**src/rtl/tds_pkg.sv**
```systemverilog
`timescale 1ns / 1ps
// ----------------------------------------------------------------------------
// Task dependency scheduler package
// Shared types, codes and command/status bundles for the scheduler.
// ----------------------------------------------------------------------------
package tds_pkg;

  localparam int DEF_MAX_NODES      = 16;
  localparam int DEF_MAX_SUCCESSORS = 4;

  localparam int ID_W       = 4;
  localparam int DEPC_W     = 7;
  localparam int RESULT_CAP = 16;
  localparam int NRES_W     = $clog2(RESULT_CAP + 1);

  localparam logic [DEPC_W-1:0] COUNT_MAX = DEPC_W'(127);

  typedef enum logic [2:0] {
    OP_ADD_NODE = 3'd0,
    OP_ADD_EDGE = 3'd1,
    OP_START    = 3'd2,
    OP_FINISH   = 3'd3,
    OP_ABORT    = 3'd4,
    OP_SUSPEND  = 3'd5,
    OP_RESUME   = 3'd6
  } opcode_t;

  typedef enum logic [2:0] {
    K_ACK    = 3'd0,
    K_POOL   = 3'd1,
    K_HOST   = 3'd2,
    K_ABORT  = 3'd3,
    K_DONE   = 3'd4,
    K_REJECT = 3'd5,
    K_EMPTY  = 3'd6
  } kind_t;

  typedef struct packed {
    opcode_t           opcode;
    logic [ID_W-1:0]   node_a;
    logic [ID_W-1:0]   node_b;
    logic              has_host;
  } tds_in_t;

  typedef struct packed {
    kind_t             kind;
    logic [ID_W-1:0]   node_id;
    logic              last;
  } tds_out_t;

  // Address source for the node table read port.
  typedef enum logic [1:0] {
    RS_A    = 2'd0,
    RS_B    = 2'd1,
    RS_WALK = 2'd2,
    RS_SUCC = 2'd3
  } rd_sel_t;

  // Source of the node id in an emitted result.
  typedef enum logic [1:0] {
    ID_A    = 2'd0,
    ID_ZERO = 2'd1,
    ID_NT   = 2'd2,
    ID_RD   = 2'd3
  } id_sel_t;

  typedef enum logic [1:0] {
    PEND_LOAD = 2'd0,
    PEND_DEC  = 2'd1,
    PEND_INC  = 2'd2
  } pend_op_t;

  typedef struct packed {
    logic     load_in;
    logic     rd_en;
    rd_sel_t  rd_sel;
    logic     succ_rd;
    logic     save_a;
    logic     wr_node;
    logic     wr_edge;
    logic     wr_pend;
    pend_op_t pend_op;
    logic     cnt_clr;
    logic     cnt_inc;
    logic     nt_inc;
    logic     fin_clr;
    logic     fin_inc;
    logic     run_set;
    logic     run_clr;
    logic     emit;
    logic     emit_ready;
    kind_t    emit_kind;
    id_sel_t  id_sel;
    logic     flush;
  } tds_cmd_t;

  typedef struct packed {
    opcode_t op;
    logic    running;
    logic    full;
    logic    a_ok;
    logic    b_ok;
    logic    edge_ok;
    logic    pend_zero;
    logic    pend_one;
    logic    dep_zero;
    logic    walk_done;
    logic    succ_done;
    logic    fin_last;
    logic    n_zero;
    logic    out_free;
  } tds_sts_t;

endpackage

```
**src/rtl/tds_ctrl.sv**
```systemverilog
`timescale 1ns / 1ps
// ----------------------------------------------------------------------------
// Task dependency scheduler controller
// Sequences each operation over the datapath through commands and status.
// ----------------------------------------------------------------------------
module tds_ctrl
  import tds_pkg::*;
(
  input  logic     clk,
  input  logic     rst_n,
  input  logic     in_valid,
  output logic     in_ready,
  input  tds_sts_t sts,
  output tds_cmd_t cmd
);

  typedef enum logic [3:0] {
    S_IDLE,
    S_DECODE,
    S_EDGE_RB,
    S_EDGE_CHK,
    S_ST_RD,
    S_ST_WR,
    S_FR_SAVE,
    S_FS_RD,
    S_FS_REC,
    S_FS_UPD,
    S_FIN_TAIL,
    S_SR,
    S_END,
    S_FLUSH
  } state_t;

  state_t state_r, state_nxt;

  always_ff @(posedge clk) begin
    if (!rst_n) begin
      state_r <= S_IDLE;
    end else begin
      state_r <= state_nxt;
    end
  end

  always_comb begin
    state_nxt     = state_r;
    cmd           = '0;
    cmd.rd_sel    = RS_A;
    cmd.pend_op   = PEND_LOAD;
    cmd.emit_kind = K_ACK;
    cmd.id_sel    = ID_A;
    in_ready      = 1'b0;

    unique case (state_r)
      S_IDLE: begin
        in_ready    = 1'b1;
        cmd.load_in = in_valid;
        if (in_valid) begin
          state_nxt = S_DECODE;
        end
      end

      S_DECODE: begin
        if (sts.out_free) begin
          unique case (sts.op) inside
            OP_ADD_NODE: begin
              cmd.emit = 1'b1;
              if (sts.running || sts.full) begin
                cmd.emit_kind = K_REJECT;
                cmd.id_sel    = ID_A;
              end else begin
                cmd.wr_node   = 1'b1;
                cmd.nt_inc    = 1'b1;
                cmd.emit_kind = K_ACK;
                cmd.id_sel    = ID_NT;
              end
              state_nxt = S_FLUSH;
            end
            OP_ADD_EDGE: begin
              if (sts.running || !sts.a_ok || !sts.b_ok) begin
                cmd.emit      = 1'b1;
                cmd.emit_kind = K_REJECT;
                cmd.id_sel    = ID_A;
                state_nxt     = S_FLUSH;
              end else begin
                cmd.rd_en  = 1'b1;
                cmd.rd_sel = RS_A;
                state_nxt  = S_EDGE_RB;
              end
            end
            OP_START: begin
              if (sts.running) begin
                cmd.emit      = 1'b1;
                cmd.emit_kind = K_REJECT;
                cmd.id_sel    = ID_ZERO;
                state_nxt     = S_FLUSH;
              end else begin
                cmd.fin_clr = 1'b1;
                cmd.cnt_clr = 1'b1;
                state_nxt   = S_ST_RD;
              end
            end
            OP_FINISH, OP_ABORT: begin
              if (!sts.running || !sts.a_ok) begin
                cmd.emit      = 1'b1;
                cmd.emit_kind = K_REJECT;
                cmd.id_sel    = ID_A;
                state_nxt     = S_FLUSH;
              end else begin
                cmd.rd_en   = 1'b1;
                cmd.rd_sel  = RS_A;
                cmd.cnt_clr = 1'b1;
                state_nxt   = S_FR_SAVE;
              end
            end
            OP_SUSPEND, OP_RESUME: begin
              if (!sts.running || !sts.a_ok) begin
                cmd.emit      = 1'b1;
                cmd.emit_kind = K_REJECT;
                cmd.id_sel    = ID_A;
                state_nxt     = S_FLUSH;
              end else begin
                cmd.rd_en  = 1'b1;
                cmd.rd_sel = RS_A;
                state_nxt  = S_SR;
              end
            end
            default: begin
              cmd.emit      = 1'b1;
              cmd.emit_kind = K_REJECT;
              cmd.id_sel    = ID_ZERO;
              state_nxt     = S_FLUSH;
            end
          endcase
        end
      end

      S_EDGE_RB: begin
        cmd.save_a = 1'b1;
        cmd.rd_en  = 1'b1;
        cmd.rd_sel = RS_B;
        state_nxt  = S_EDGE_CHK;
      end

      S_EDGE_CHK: begin
        if (sts.out_free) begin
          cmd.emit   = 1'b1;
          cmd.id_sel = ID_A;
          if (sts.edge_ok) begin
            cmd.wr_edge   = 1'b1;
            cmd.emit_kind = K_ACK;
          end else begin
            cmd.emit_kind = K_REJECT;
          end
          state_nxt = S_FLUSH;
        end
      end

      S_ST_RD: begin
        if (sts.walk_done) begin
          state_nxt = S_END;
        end else begin
          cmd.rd_en  = 1'b1;
          cmd.rd_sel = RS_WALK;
          state_nxt  = S_ST_WR;
        end
      end

      S_ST_WR: begin
        if (!sts.dep_zero || sts.out_free) begin
          cmd.wr_pend    = 1'b1;
          cmd.pend_op    = PEND_LOAD;
          cmd.cnt_inc    = 1'b1;
          cmd.emit       = sts.dep_zero;
          cmd.emit_ready = 1'b1;
          cmd.id_sel     = ID_RD;
          state_nxt      = S_ST_RD;
        end
      end

      S_FR_SAVE: begin
        cmd.save_a = 1'b1;
        state_nxt  = S_FS_RD;
      end

      S_FS_RD: begin
        if (sts.succ_done) begin
          state_nxt = S_FIN_TAIL;
        end else begin
          cmd.succ_rd = 1'b1;
          state_nxt   = S_FS_REC;
        end
      end

      S_FS_REC: begin
        cmd.rd_en  = 1'b1;
        cmd.rd_sel = RS_SUCC;
        state_nxt  = S_FS_UPD;
      end

      S_FS_UPD: begin
        if (!sts.pend_one || sts.out_free) begin
          cmd.wr_pend    = !sts.pend_zero;
          cmd.pend_op    = PEND_DEC;
          cmd.emit       = sts.pend_one;
          cmd.emit_ready = (sts.op != OP_ABORT);
          cmd.emit_kind  = K_ABORT;
          cmd.id_sel     = ID_RD;
          cmd.cnt_inc    = 1'b1;
          state_nxt      = S_FS_RD;
        end
      end

      S_FIN_TAIL: begin
        if (sts.fin_last) begin
          if (sts.out_free) begin
            cmd.emit      = 1'b1;
            cmd.emit_kind = K_DONE;
            cmd.id_sel    = ID_A;
            cmd.fin_clr   = 1'b1;
            cmd.run_clr   = 1'b1;
            state_nxt     = S_END;
          end
        end else begin
          cmd.fin_inc = 1'b1;
          state_nxt   = S_END;
        end
      end

      S_SR: begin
        if (sts.op == OP_SUSPEND) begin
          cmd.wr_pend = 1'b1;
          cmd.pend_op = PEND_INC;
          state_nxt   = S_END;
        end else if (!sts.pend_one || sts.out_free) begin
          cmd.wr_pend    = !sts.pend_zero;
          cmd.pend_op    = PEND_DEC;
          cmd.emit       = sts.pend_one;
          cmd.emit_ready = 1'b1;
          cmd.id_sel     = ID_RD;
          state_nxt      = S_END;
        end
      end

      S_END: begin
        if (!sts.n_zero) begin
          cmd.run_set = (sts.op == OP_START);
          state_nxt   = S_FLUSH;
        end else if (sts.out_free) begin
          cmd.emit = 1'b1;
          if (sts.op == OP_START) begin
            cmd.emit_kind = K_EMPTY;
            cmd.id_sel    = ID_ZERO;
          end else begin
            cmd.emit_kind = K_ACK;
            cmd.id_sel    = ID_A;
          end
          state_nxt = S_FLUSH;
        end
      end

      S_FLUSH: begin
        if (sts.out_free) begin
          cmd.flush = 1'b1;
          state_nxt = S_IDLE;
        end
      end

      default: begin
        state_nxt = S_IDLE;
      end
    endcase
  end

endmodule

```
**src/rtl/tds_dpath.sv**
```systemverilog
`timescale 1ns / 1ps
// ----------------------------------------------------------------------------
// Task dependency scheduler datapath
// Node table, successor memory, run counters and the result staging.
// ----------------------------------------------------------------------------
module tds_dpath
  import tds_pkg::*;
#(
  parameter int MAX_NODES      = DEF_MAX_NODES,
  parameter int MAX_SUCCESSORS = DEF_MAX_SUCCESSORS
) (
  input  logic     clk,
  input  logic     rst_n,
  input  tds_in_t  in_item,
  input  tds_cmd_t cmd,
  output tds_sts_t sts,
  input  logic     out_ready,
  output logic     out_valid,
  output tds_out_t out_item
);

  localparam int NW     = (MAX_NODES > 1) ? $clog2(MAX_NODES) : 1;
  localparam int CW     = $clog2(MAX_NODES + 1);
  localparam int SCW    = $clog2(MAX_SUCCESSORS + 1);
  localparam int SDEPTH = MAX_NODES * MAX_SUCCESSORS;
  localparam int SAW    = (SDEPTH > 1) ? $clog2(SDEPTH) : 1;
  localparam int CNTW   = (CW > SCW) ? CW : SCW;
  localparam int CMPW   = (CW > ID_W) ? CW : ID_W;

  // Node table and successor lists. Every entry is written by add node or
  // add edge before it can be read, so none of them needs a reset.
  logic              host_mem [MAX_NODES];
  logic [DEPC_W-1:0] dep_mem  [MAX_NODES];
  logic [DEPC_W-1:0] pend_mem [MAX_NODES];
  logic [SCW-1:0]    scnt_mem [MAX_NODES];
  logic [NW-1:0]     succ_mem [SDEPTH];

  opcode_t           op_r;
  logic [ID_W-1:0]   a_r, b_r;
  logic              h_r;

  logic [CW-1:0]     node_total_r;
  logic              running_r;
  logic [CW-1:0]     fin_r;
  logic [CNTW-1:0]   cnt_r;
  logic [SCW-1:0]    sa_r;
  logic [NRES_W-1:0] n_r;

  logic              rd_host_r;
  logic [DEPC_W-1:0] rd_dep_r, rd_pend_r;
  logic [SCW-1:0]    rd_scnt_r;
  logic [NW-1:0]     rd_addr_r;
  logic [NW-1:0]     succ_rd_r;

  logic              held_v_r;
  tds_out_t          held_r;
  logic              out_valid_r;
  tds_out_t          out_r;

  logic [NW-1:0]     a_idx, b_idx, nt_idx, rd_addr;
  logic [SAW-1:0]    a_base, succ_raddr, succ_waddr;
  logic [DEPC_W-1:0] pend_nxt;
  logic [CW-1:0]     fin_nxt;
  logic              out_free, emit_take, push_held;
  kind_t             new_kind;
  logic [ID_W-1:0]   new_id;

  assign a_idx      = NW'(a_r);
  assign b_idx      = NW'(b_r);
  assign nt_idx     = NW'(node_total_r);
  assign a_base     = SAW'(a_idx) * SAW'(MAX_SUCCESSORS);
  assign succ_raddr = a_base + SAW'(cnt_r);
  assign succ_waddr = a_base + SAW'(sa_r);
  assign fin_nxt    = fin_r + CW'(1);

  always_comb begin
    case (cmd.rd_sel)
      RS_A:    rd_addr = a_idx;
      RS_B:    rd_addr = b_idx;
      RS_WALK: rd_addr = NW'(cnt_r);
      default: rd_addr = succ_rd_r;
    endcase
  end

  always_comb begin
    case (cmd.pend_op)
      PEND_LOAD: pend_nxt = rd_dep_r;
      PEND_DEC:  pend_nxt = rd_pend_r - DEPC_W'(1);
      PEND_INC:  pend_nxt = (rd_pend_r == COUNT_MAX) ? rd_pend_r : rd_pend_r + DEPC_W'(1);
      default:   pend_nxt = rd_pend_r;
    endcase
  end

  always_comb begin
    case (cmd.id_sel)
      ID_A:    new_id = a_r;
      ID_ZERO: new_id = '0;
      ID_NT:   new_id = ID_W'(node_total_r);
      default: new_id = ID_W'(rd_addr_r);
    endcase
  end

  assign new_kind  = cmd.emit_ready ? (rd_host_r ? K_HOST : K_POOL) : cmd.emit_kind;
  assign out_free  = !out_valid_r || out_ready;
  assign emit_take = cmd.emit && (n_r < NRES_W'(RESULT_CAP));
  assign push_held = (emit_take && held_v_r) || cmd.flush;

  always_comb begin
    sts           = '0;
    sts.op        = op_r;
    sts.running   = running_r;
    sts.full      = (node_total_r >= CW'(MAX_NODES));
    sts.a_ok      = (CMPW'(a_r) < CMPW'(node_total_r));
    sts.b_ok      = (CMPW'(b_r) < CMPW'(node_total_r));
    sts.edge_ok   = (sa_r < SCW'(MAX_SUCCESSORS)) && (rd_dep_r < COUNT_MAX);
    sts.pend_zero = (rd_pend_r == '0);
    sts.pend_one  = (rd_pend_r == DEPC_W'(1));
    sts.dep_zero  = (rd_dep_r == '0);
    sts.walk_done = (cnt_r == CNTW'(node_total_r));
    sts.succ_done = (cnt_r == CNTW'(sa_r));
    sts.fin_last  = (fin_nxt == node_total_r);
    sts.n_zero    = (n_r == '0);
    sts.out_free  = out_free;
  end

  // Control state.
  always_ff @(posedge clk) begin
    if (!rst_n) begin
      node_total_r <= '0;
      running_r    <= 1'b0;
      fin_r        <= '0;
      cnt_r        <= '0;
      n_r          <= '0;
      held_v_r     <= 1'b0;
      out_valid_r  <= 1'b0;
    end else begin
      if (cmd.nt_inc) begin
        node_total_r <= node_total_r + CW'(1);
      end
      if (cmd.run_set) begin
        running_r <= 1'b1;
      end else if (cmd.run_clr) begin
        running_r <= 1'b0;
      end
      if (cmd.fin_clr) begin
        fin_r <= '0;
      end else if (cmd.fin_inc) begin
        fin_r <= fin_nxt;
      end
      if (cmd.cnt_clr) begin
        cnt_r <= '0;
      end else if (cmd.cnt_inc) begin
        cnt_r <= cnt_r + CNTW'(1);
      end
      if (cmd.load_in) begin
        n_r <= '0;
      end else if (emit_take) begin
        n_r <= n_r + NRES_W'(1);
      end
      if (emit_take) begin
        held_v_r <= 1'b1;
      end else if (cmd.flush) begin
        held_v_r <= 1'b0;
      end
      if (push_held) begin
        out_valid_r <= 1'b1;
      end else if (out_ready) begin
        out_valid_r <= 1'b0;
      end
    end
  end

  // Payload, table and memory updates.
  always_ff @(posedge clk) begin
    if (cmd.load_in) begin
      op_r <= in_item.opcode;
      a_r  <= in_item.node_a;
      b_r  <= in_item.node_b;
      h_r  <= in_item.has_host;
    end
    if (cmd.wr_node) begin
      host_mem[nt_idx] <= h_r;
      dep_mem[nt_idx]  <= '0;
      pend_mem[nt_idx] <= '0;
      scnt_mem[nt_idx] <= '0;
    end
    if (cmd.wr_edge) begin
      succ_mem[succ_waddr] <= b_idx;
      scnt_mem[a_idx]      <= sa_r + SCW'(1);
      dep_mem[b_idx]       <= rd_dep_r + DEPC_W'(1);
    end
    if (cmd.wr_pend) begin
      pend_mem[rd_addr_r] <= pend_nxt;
    end
    if (cmd.rd_en) begin
      rd_host_r <= host_mem[rd_addr];
      rd_dep_r  <= dep_mem[rd_addr];
      rd_pend_r <= pend_mem[rd_addr];
      rd_scnt_r <= scnt_mem[rd_addr];
      rd_addr_r <= rd_addr;
    end
    if (cmd.succ_rd) begin
      succ_rd_r <= succ_mem[succ_raddr];
    end
    if (cmd.save_a) begin
      sa_r <= rd_scnt_r;
    end
    if (emit_take) begin
      held_r.kind    <= new_kind;
      held_r.node_id <= new_id;
      held_r.last    <= 1'b0;
    end
    if (push_held) begin
      out_r.kind    <= held_r.kind;
      out_r.node_id <= held_r.node_id;
      out_r.last    <= cmd.flush;
    end
  end

  assign out_valid = out_valid_r;
  assign out_item  = out_r;

  a_flush_held: assert property (@(posedge clk) disable iff (!rst_n)
    cmd.flush |-> held_v_r)
    else $error("flush with no staged result");

  a_push_free: assert property (@(posedge clk) disable iff (!rst_n)
    push_held |-> out_free)
    else $error("output register overwritten while occupied");

  a_load_clean: assert property (@(posedge clk) disable iff (!rst_n)
    cmd.load_in |-> !held_v_r)
    else $error("new operation taken with a staged result left over");

  a_run_count: assert property (@(posedge clk) disable iff (!rst_n)
    running_r |-> (node_total_r != '0) && (fin_r < node_total_r))
    else $error("completion count out of range while running");

  a_cap: assert property (@(posedge clk) disable iff (!rst_n)
    n_r <= NRES_W'(RESULT_CAP))
    else $error("result count above cap");

endmodule

```
**src/rtl/task_dependency_scheduler.sv**
```systemverilog
`timescale 1ns / 1ps
// ----------------------------------------------------------------------------
// Task dependency scheduler
// Dependency-counting dataflow scheduler for a small task graph.
// ----------------------------------------------------------------------------
//
//  Channel  Direction  Handshake              Payload
//  in_      input      in_valid / in_ready    tds_in_t  (opcode, node_a, node_b, has_host)
//  out_     output     out_valid / out_ready  tds_out_t (kind, node_id, last)
//
//  One operation is in flight at a time; in_ready is high only while the controller is idle.
//  Start reads and writes the node table once per node. Finish and abort read the successor
//  memory, read the node table and write the pending count for each successor in turn.
//  Reset is synchronous and needs no clearing pass. While the output register is full and
//  out_ready is low, decode and every step that emits or closes a result wait.
//
// The block stores a task graph: per node a host flag, a dependency total, a
// pending count and a successor list. Start reloads every pending count from
// its total and reports the nodes that have no dependencies. Finishing a node
// decrements its successors and reports those that become ready, to the pool
// or to the host queue; abort reports them as abort successors instead. When
// the number of retired nodes reaches the node total, graph done is reported
// and the graph stops running.
//
// The controller is a single state machine; the datapath holds the node
// table, the successor memory, the run counters and the result staging. Each
// result is first held in a staging register and only moved to the output
// register when the next one arrives, or when the operation ends, so that the
// final result of an operation can carry the last flag. No more than sixteen
// results are reported for one operation; further ones are dropped.
//
// The output register sits between the datapath and the out_ channel, so a
// new transfer can be taken on the in_ channel while the last result of the
// previous operation is still waiting to be taken.
// ----------------------------------------------------------------------------
module task_dependency_scheduler
  import tds_pkg::*;
#(
  parameter int MAX_NODES      = DEF_MAX_NODES,
  parameter int MAX_SUCCESSORS = DEF_MAX_SUCCESSORS
) (
  input  logic     clk,
  input  logic     rst_n,
  input  logic     in_valid,
  output logic     in_ready,
  input  tds_in_t  in_item,
  output logic     out_valid,
  input  logic     out_ready,
  output tds_out_t out_item
);

  tds_cmd_t cmd;
  tds_sts_t sts;

  // Controller: decodes the operation and walks the node table or the
  // successor list one step at a time.
  tds_ctrl u_ctrl (
    .clk      (clk),
    .rst_n    (rst_n),
    .in_valid (in_valid),
    .in_ready (in_ready),
    .sts      (sts),
    .cmd      (cmd)
  );

  // Datapath: storage, counters and the two-deep result staging that feeds
  // the out_ channel.
  tds_dpath #(
    .MAX_NODES      (MAX_NODES),
    .MAX_SUCCESSORS (MAX_SUCCESSORS)
  ) u_dpath (
    .clk       (clk),
    .rst_n     (rst_n),
    .in_item   (in_item),
    .cmd       (cmd),
    .sts       (sts),
    .out_ready (out_ready),
    .out_valid (out_valid),
    .out_item  (out_item)
  );

endmodule
```
**config.mk**
```make
export PLATFORM = sky130hd
export DESIGN_NAME = task_dependency_scheduler
export DESIGN_NICKNAME = d
export VERILOG_FILES = /design/src/rtl/tds_pkg.sv /design/src/rtl/tds_ctrl.sv /design/src/rtl/tds_dpath.sv /design/src/rtl/task_dependency_scheduler.sv
export SDC_FILE = /design/constraint.sdc
export NUM_CORES = 1
export LEC_CHECK = 0
export BUFFER_PORTS_ARGS = -buffer_cell sky130_fd_sc_hd__buf_2
export CORE_MARGIN = 5
export CORE_UTILIZATION = 45
export DETAILED_ROUTE_END_ITERATION = 8
export PLACE_DENSITY_LB_ADDON = 0.12
export SLEW_MARGIN = 25
export SYNTH_ARGS = -nofsm -noshare
export SYNTH_HDL_FRONTEND = slang
export SYNTH_SLANG_ARGS = --single-unit
```
**constraint.sdc**
```tcl
create_clock -name clk -period 4.63 [get_ports clk]
set_input_delay 0.2315 -clock clk [delete_from_list [all_inputs] [get_ports clk]]
set_output_delay 0.2315 -clock clk [all_outputs]
set_load 0.03 [all_outputs]
```
==> impl_metrics.ini <==
[run_status]
outcome = finished, final reports clean

[cts]
insertion_delay_ns = 0.60
clkTransAtPathRegs_ns = 0.06
h-tree-depth = 3
cts_root_buffer = clkbuf_16
clk_path_buf_depth = 3
cts_buffers = 66
clock-sinks = 627
cts_tree = built

[place]
dp.final_hpwl_mm = 42.2
io_buffer_count = 25
gp_congestion = 0.887

[power]
clockPowerShare_pct = 31.6
intPower_uw = 11200
ir_drop_mv = 0.396
pwr-share-seq_pct = 43.4
p_leak_uw = 0.00979
share_comb_of_total_power_pct = 25.0
sw_frac_of_total_pct = 30.5
powerDensity_nw_per_um2 = 529
switchingPower_uw = 4900

[logic_synthesis]
syn_avg_cell_area_um2 = 15.5
yosys.area.top_type_share_pct = 66.6
synth_top_flop_cell = edfxtp_1
ys.warnings.count = 0
ys_seq_elements = 627
synth.area.top_cells = edfxtp_1 (67%), mux4_2 (7.0%), mux2i_1 (3.4%), nor2_1 (2.6%), mux2_2 (2.3%)
synth_edf_count = 600
ys_types = 75
synth_nets = 1789
syn_inst = 1747
ys_async_sr_fraction_pct = 0
yosysSeqAreaShare_pct = 68.5
synthesis.area_um2 = 27100
synth_area_leader_cell = edfxtp_1

[worst_setup_path]
worstPathArrival_ns = 4.24
path_max_fanout = 22
reg2reg_depth = 8
slowest_delay_ns = 0.70
crit_family = simple AND/OR/NAND/NOR gates
rrSetupSlack_ns = 0.59
critPathSlowestCell = or4_1
path_class = flip-flop to flip-flop
startpoint = u_ctrl.state_r[0]
regToRegEndpoint = u_dpath.dep_mem[3][6]
cp-end-kind = flip-flop
worstReg2RegStart = u_ctrl.state_r[0]
worstPathCellList = buf_4, nand2b_1, nor3_2, nand2_1, or4_1, nor3_1, nor2b_1, nor2_1
startpoint_type = flip-flop
worstPathRequired_ns = 4.84
path_buf_inv = 1

[die]
die_area_um2 = 65200
fp-row-count = 90
die_h_um = 255
fp.dieW_um = 255
ios = 26
design.core.area_um2 = 60000
start_util_pct = 45.1

[run]
drv_cap = 0

[route]
wl_met2_mm = 31.0
vias_per_cell = 5.80
drc = 0
wl_mm = 64.5
vias = 15300
wl_met1_mm = 28.6
drt_iter0_markers = 1158
wl_per_cell_um = 24.4
firstDrtPassIters = 5
top_layer_used = met4
ant_nets = 0
route.met3.wl_mm = 3.62

[worst_hold_path]
hold_path_end = u_dpath.n_r[0]
hold_class = primary input to flip-flop
min_path_cells = 4
min-delay-start = in_valid

[timing]
hold_slack_ns = 0.0957
finalCritPeriodShare_pct = 87.2
setup_viol = 0
hold_viol = 0
worst_pin_slew_ns = 0.963
tns_ns = 0
maxSlewHeadroom_pct = 35.7
slew_violations = 0
rsz0062_at_grt = false
fmax_mhz = 248
fin_skew_ns = 0.0237
fin_crit_ns = 4.04

[finish]
final_layout_size_suffix_gt1_share_pct = 18.1
n_antenna_cell = 0
num-fill-cells = 5012
nets = 1859
areaGrowthSynthToFinish_pct = 12.2

[grt]
grt_pass1_wl_mm = 98.3
grt_pass1_vias = 15500
grt_max_degree = 69
grtUsageTotal_pct = 19.9
antenna_found_initial = 0
grt_remaining_overflow = 0
## worst min-delay path, delay by kind of cell
kind,cells,cell delay [ns]
and+or+nand+nor,3,0.33
buffers and inverters,1,0.09
## state kept, by name (all words and copies together), names as in the netlist, 4 cells and up
signal                flops
u_ctrl.state_r            4
u_dpath.a_idx             4
u_dpath.b_idx             4
u_dpath.cnt_r             5
u_dpath.dep_mem         112
u_dpath.fin_r             5
u_dpath.held_r            7
u_dpath.host_mem         16
u_dpath.n_r               5
u_dpath.node_total_r      5
u_dpath.out_item          8
u_dpath.pend_mem        112
u_dpath.rd_addr_r         4
u_dpath.rd_dep_r          7
u_dpath.rd_pend_r         7
u_dpath.scnt_mem         48
u_dpath.succ_mem        256
u_dpath.succ_rd_r         4
## final cells by class
cell class	instances	area [um2]	area share, %
sequential	627	18600	61.1
clock buffer	88	1820	5.99
timing repair buffer	87	661	2.17
inverter	28	105	0.346
clock inverter	27	245	0.807
tap	782	978	3.22
multi-input combinational	1007	8010	26.4
## cell usage after synthesis (all sizes together), types with 5 or more instances
cell type,n
a211oi,9
a21o,9
a21oi,61
a22oi,24
a311oi,5
a31oi,11
and2,14
and3,15
buf,45
clkbuf,40
dfxtp,27
edfxtp,600
ha,25
inv,28
mux2,57
mux2i,92
mux4,84
nand2,116
nand2b,11
nand3,35
nand4,8
nor2,188
nor2b,14
nor3,38
nor4,5
o211ai,24
o21ai,31
o221ai,5
o22ai,23
or3,10
xnor2,21
xor2,16
## through the flow
| step | total power, uW | worst slack [ns] | utilization, % | area [um2] | std cells |
|---|---|---|---|---|---|
| after global routing | 16800 | 0.450 | 50.6 | 30400 | 2646 |
| final | 16100 | 0.594 | 50.6 | 30400 | 2646 |
| after CTS | 16200 | 0.663 | 50.6 | 30400 | 2646 |
| after detailed placement | 11100 | 0.652 | 47.0 | 28200 | 2518 |
| after global placement | 11100 | 0.652 | 46.9 | 28200 | 2518 |
| after floorplan | 9860 | 0.541 | - | 27100 | 1747 |
## worst max path at each step
stage | cells after the start | endpoint | slack, ns
finish | 8 | u_dpath.dep_mem[3][6] | 0.59
global route | 8 | u_dpath.pend_mem[11][6] | 0.45
CTS | 8 | u_dpath.dep_mem[3][6] | 0.66
detailed placement | 8 | u_dpath.pend_mem[11][1] | 0.65
global placement | 8 | u_dpath.dep_mem[3][0] | 0.65
floorplan | 7 | u_dpath.rd_addr_r[0] | 0.54
## power by group through the flow
stage	Combinational [uW]	Sequential, uW	Clock (uW)
after global routing	4330	6990	5460
after CTS	4050	6970	5200
after floorplan	2830	7030	0
after global placement	4030	7080	0
after detailed placement	4030	7090	0
final	4020	6970	5080
## per-layer routing
layer  up-vias  global-route usage (%)
met5         -                       0
met4         0                    5.20
met3        89                    3.77
met2       459                    32.2
met1      7841                    28.2
li1       6949                       -
## kinds of logic (layout without fill, tap and decap cells)
kind of cell,count (synthesis),in the layout,synth area share [%]
AOI/OAI and AO/OA,236,236,6.06
xor gates and xnor gates,37,37,1.25
adders and majority gates,27,27,1.27
buffers and inverters,113,230,1.98
DFF,627,627,68.5
muxes,233,233,12.8
and+or+nand+nor,474,474,8.11
## placed cells by master (no fill, tap or decap), drive strengths merged, types with 4 or more instances in the layout
master	netlist	final
mux4	84	84
nor3b	4	4
a211oi	9	9
inv	28	30
a211o	4	4
a22oi	24	24
a21o	9	9
a311oi	5	5
edfxtp	600	600
o221ai	5	5
nor3	38	38
o21a	4	4
o211ai	24	24
clkbuf	40	88
nand3b	4	4
mux2i	92	92
xor2	16	16
nand4	8	8
o21ai	31	31
nand2b	11	11
xnor2	21	21
nor2	188	188
nor4	5	5
nand2	116	116
nand3	35	35
mux2	57	57
o22ai	23	23
ha	25	25
dfxtp	27	27
clkinv	0	20
and3	15	15
nor2b	14	14
or3	10	10
and2	14	14
a31oi	11	11
a21oi	61	61
buf	45	74
dlygate4sd3	0	13
## timing repair
action                                 in CTS  in global routing
endpoints found under the hold margin      14                  0
hold buffers                               13                  0
buffers inserted                            0                  0
gates resized for setup                     0                  0
No activity file was read; power rests on OpenSTA's default activity.
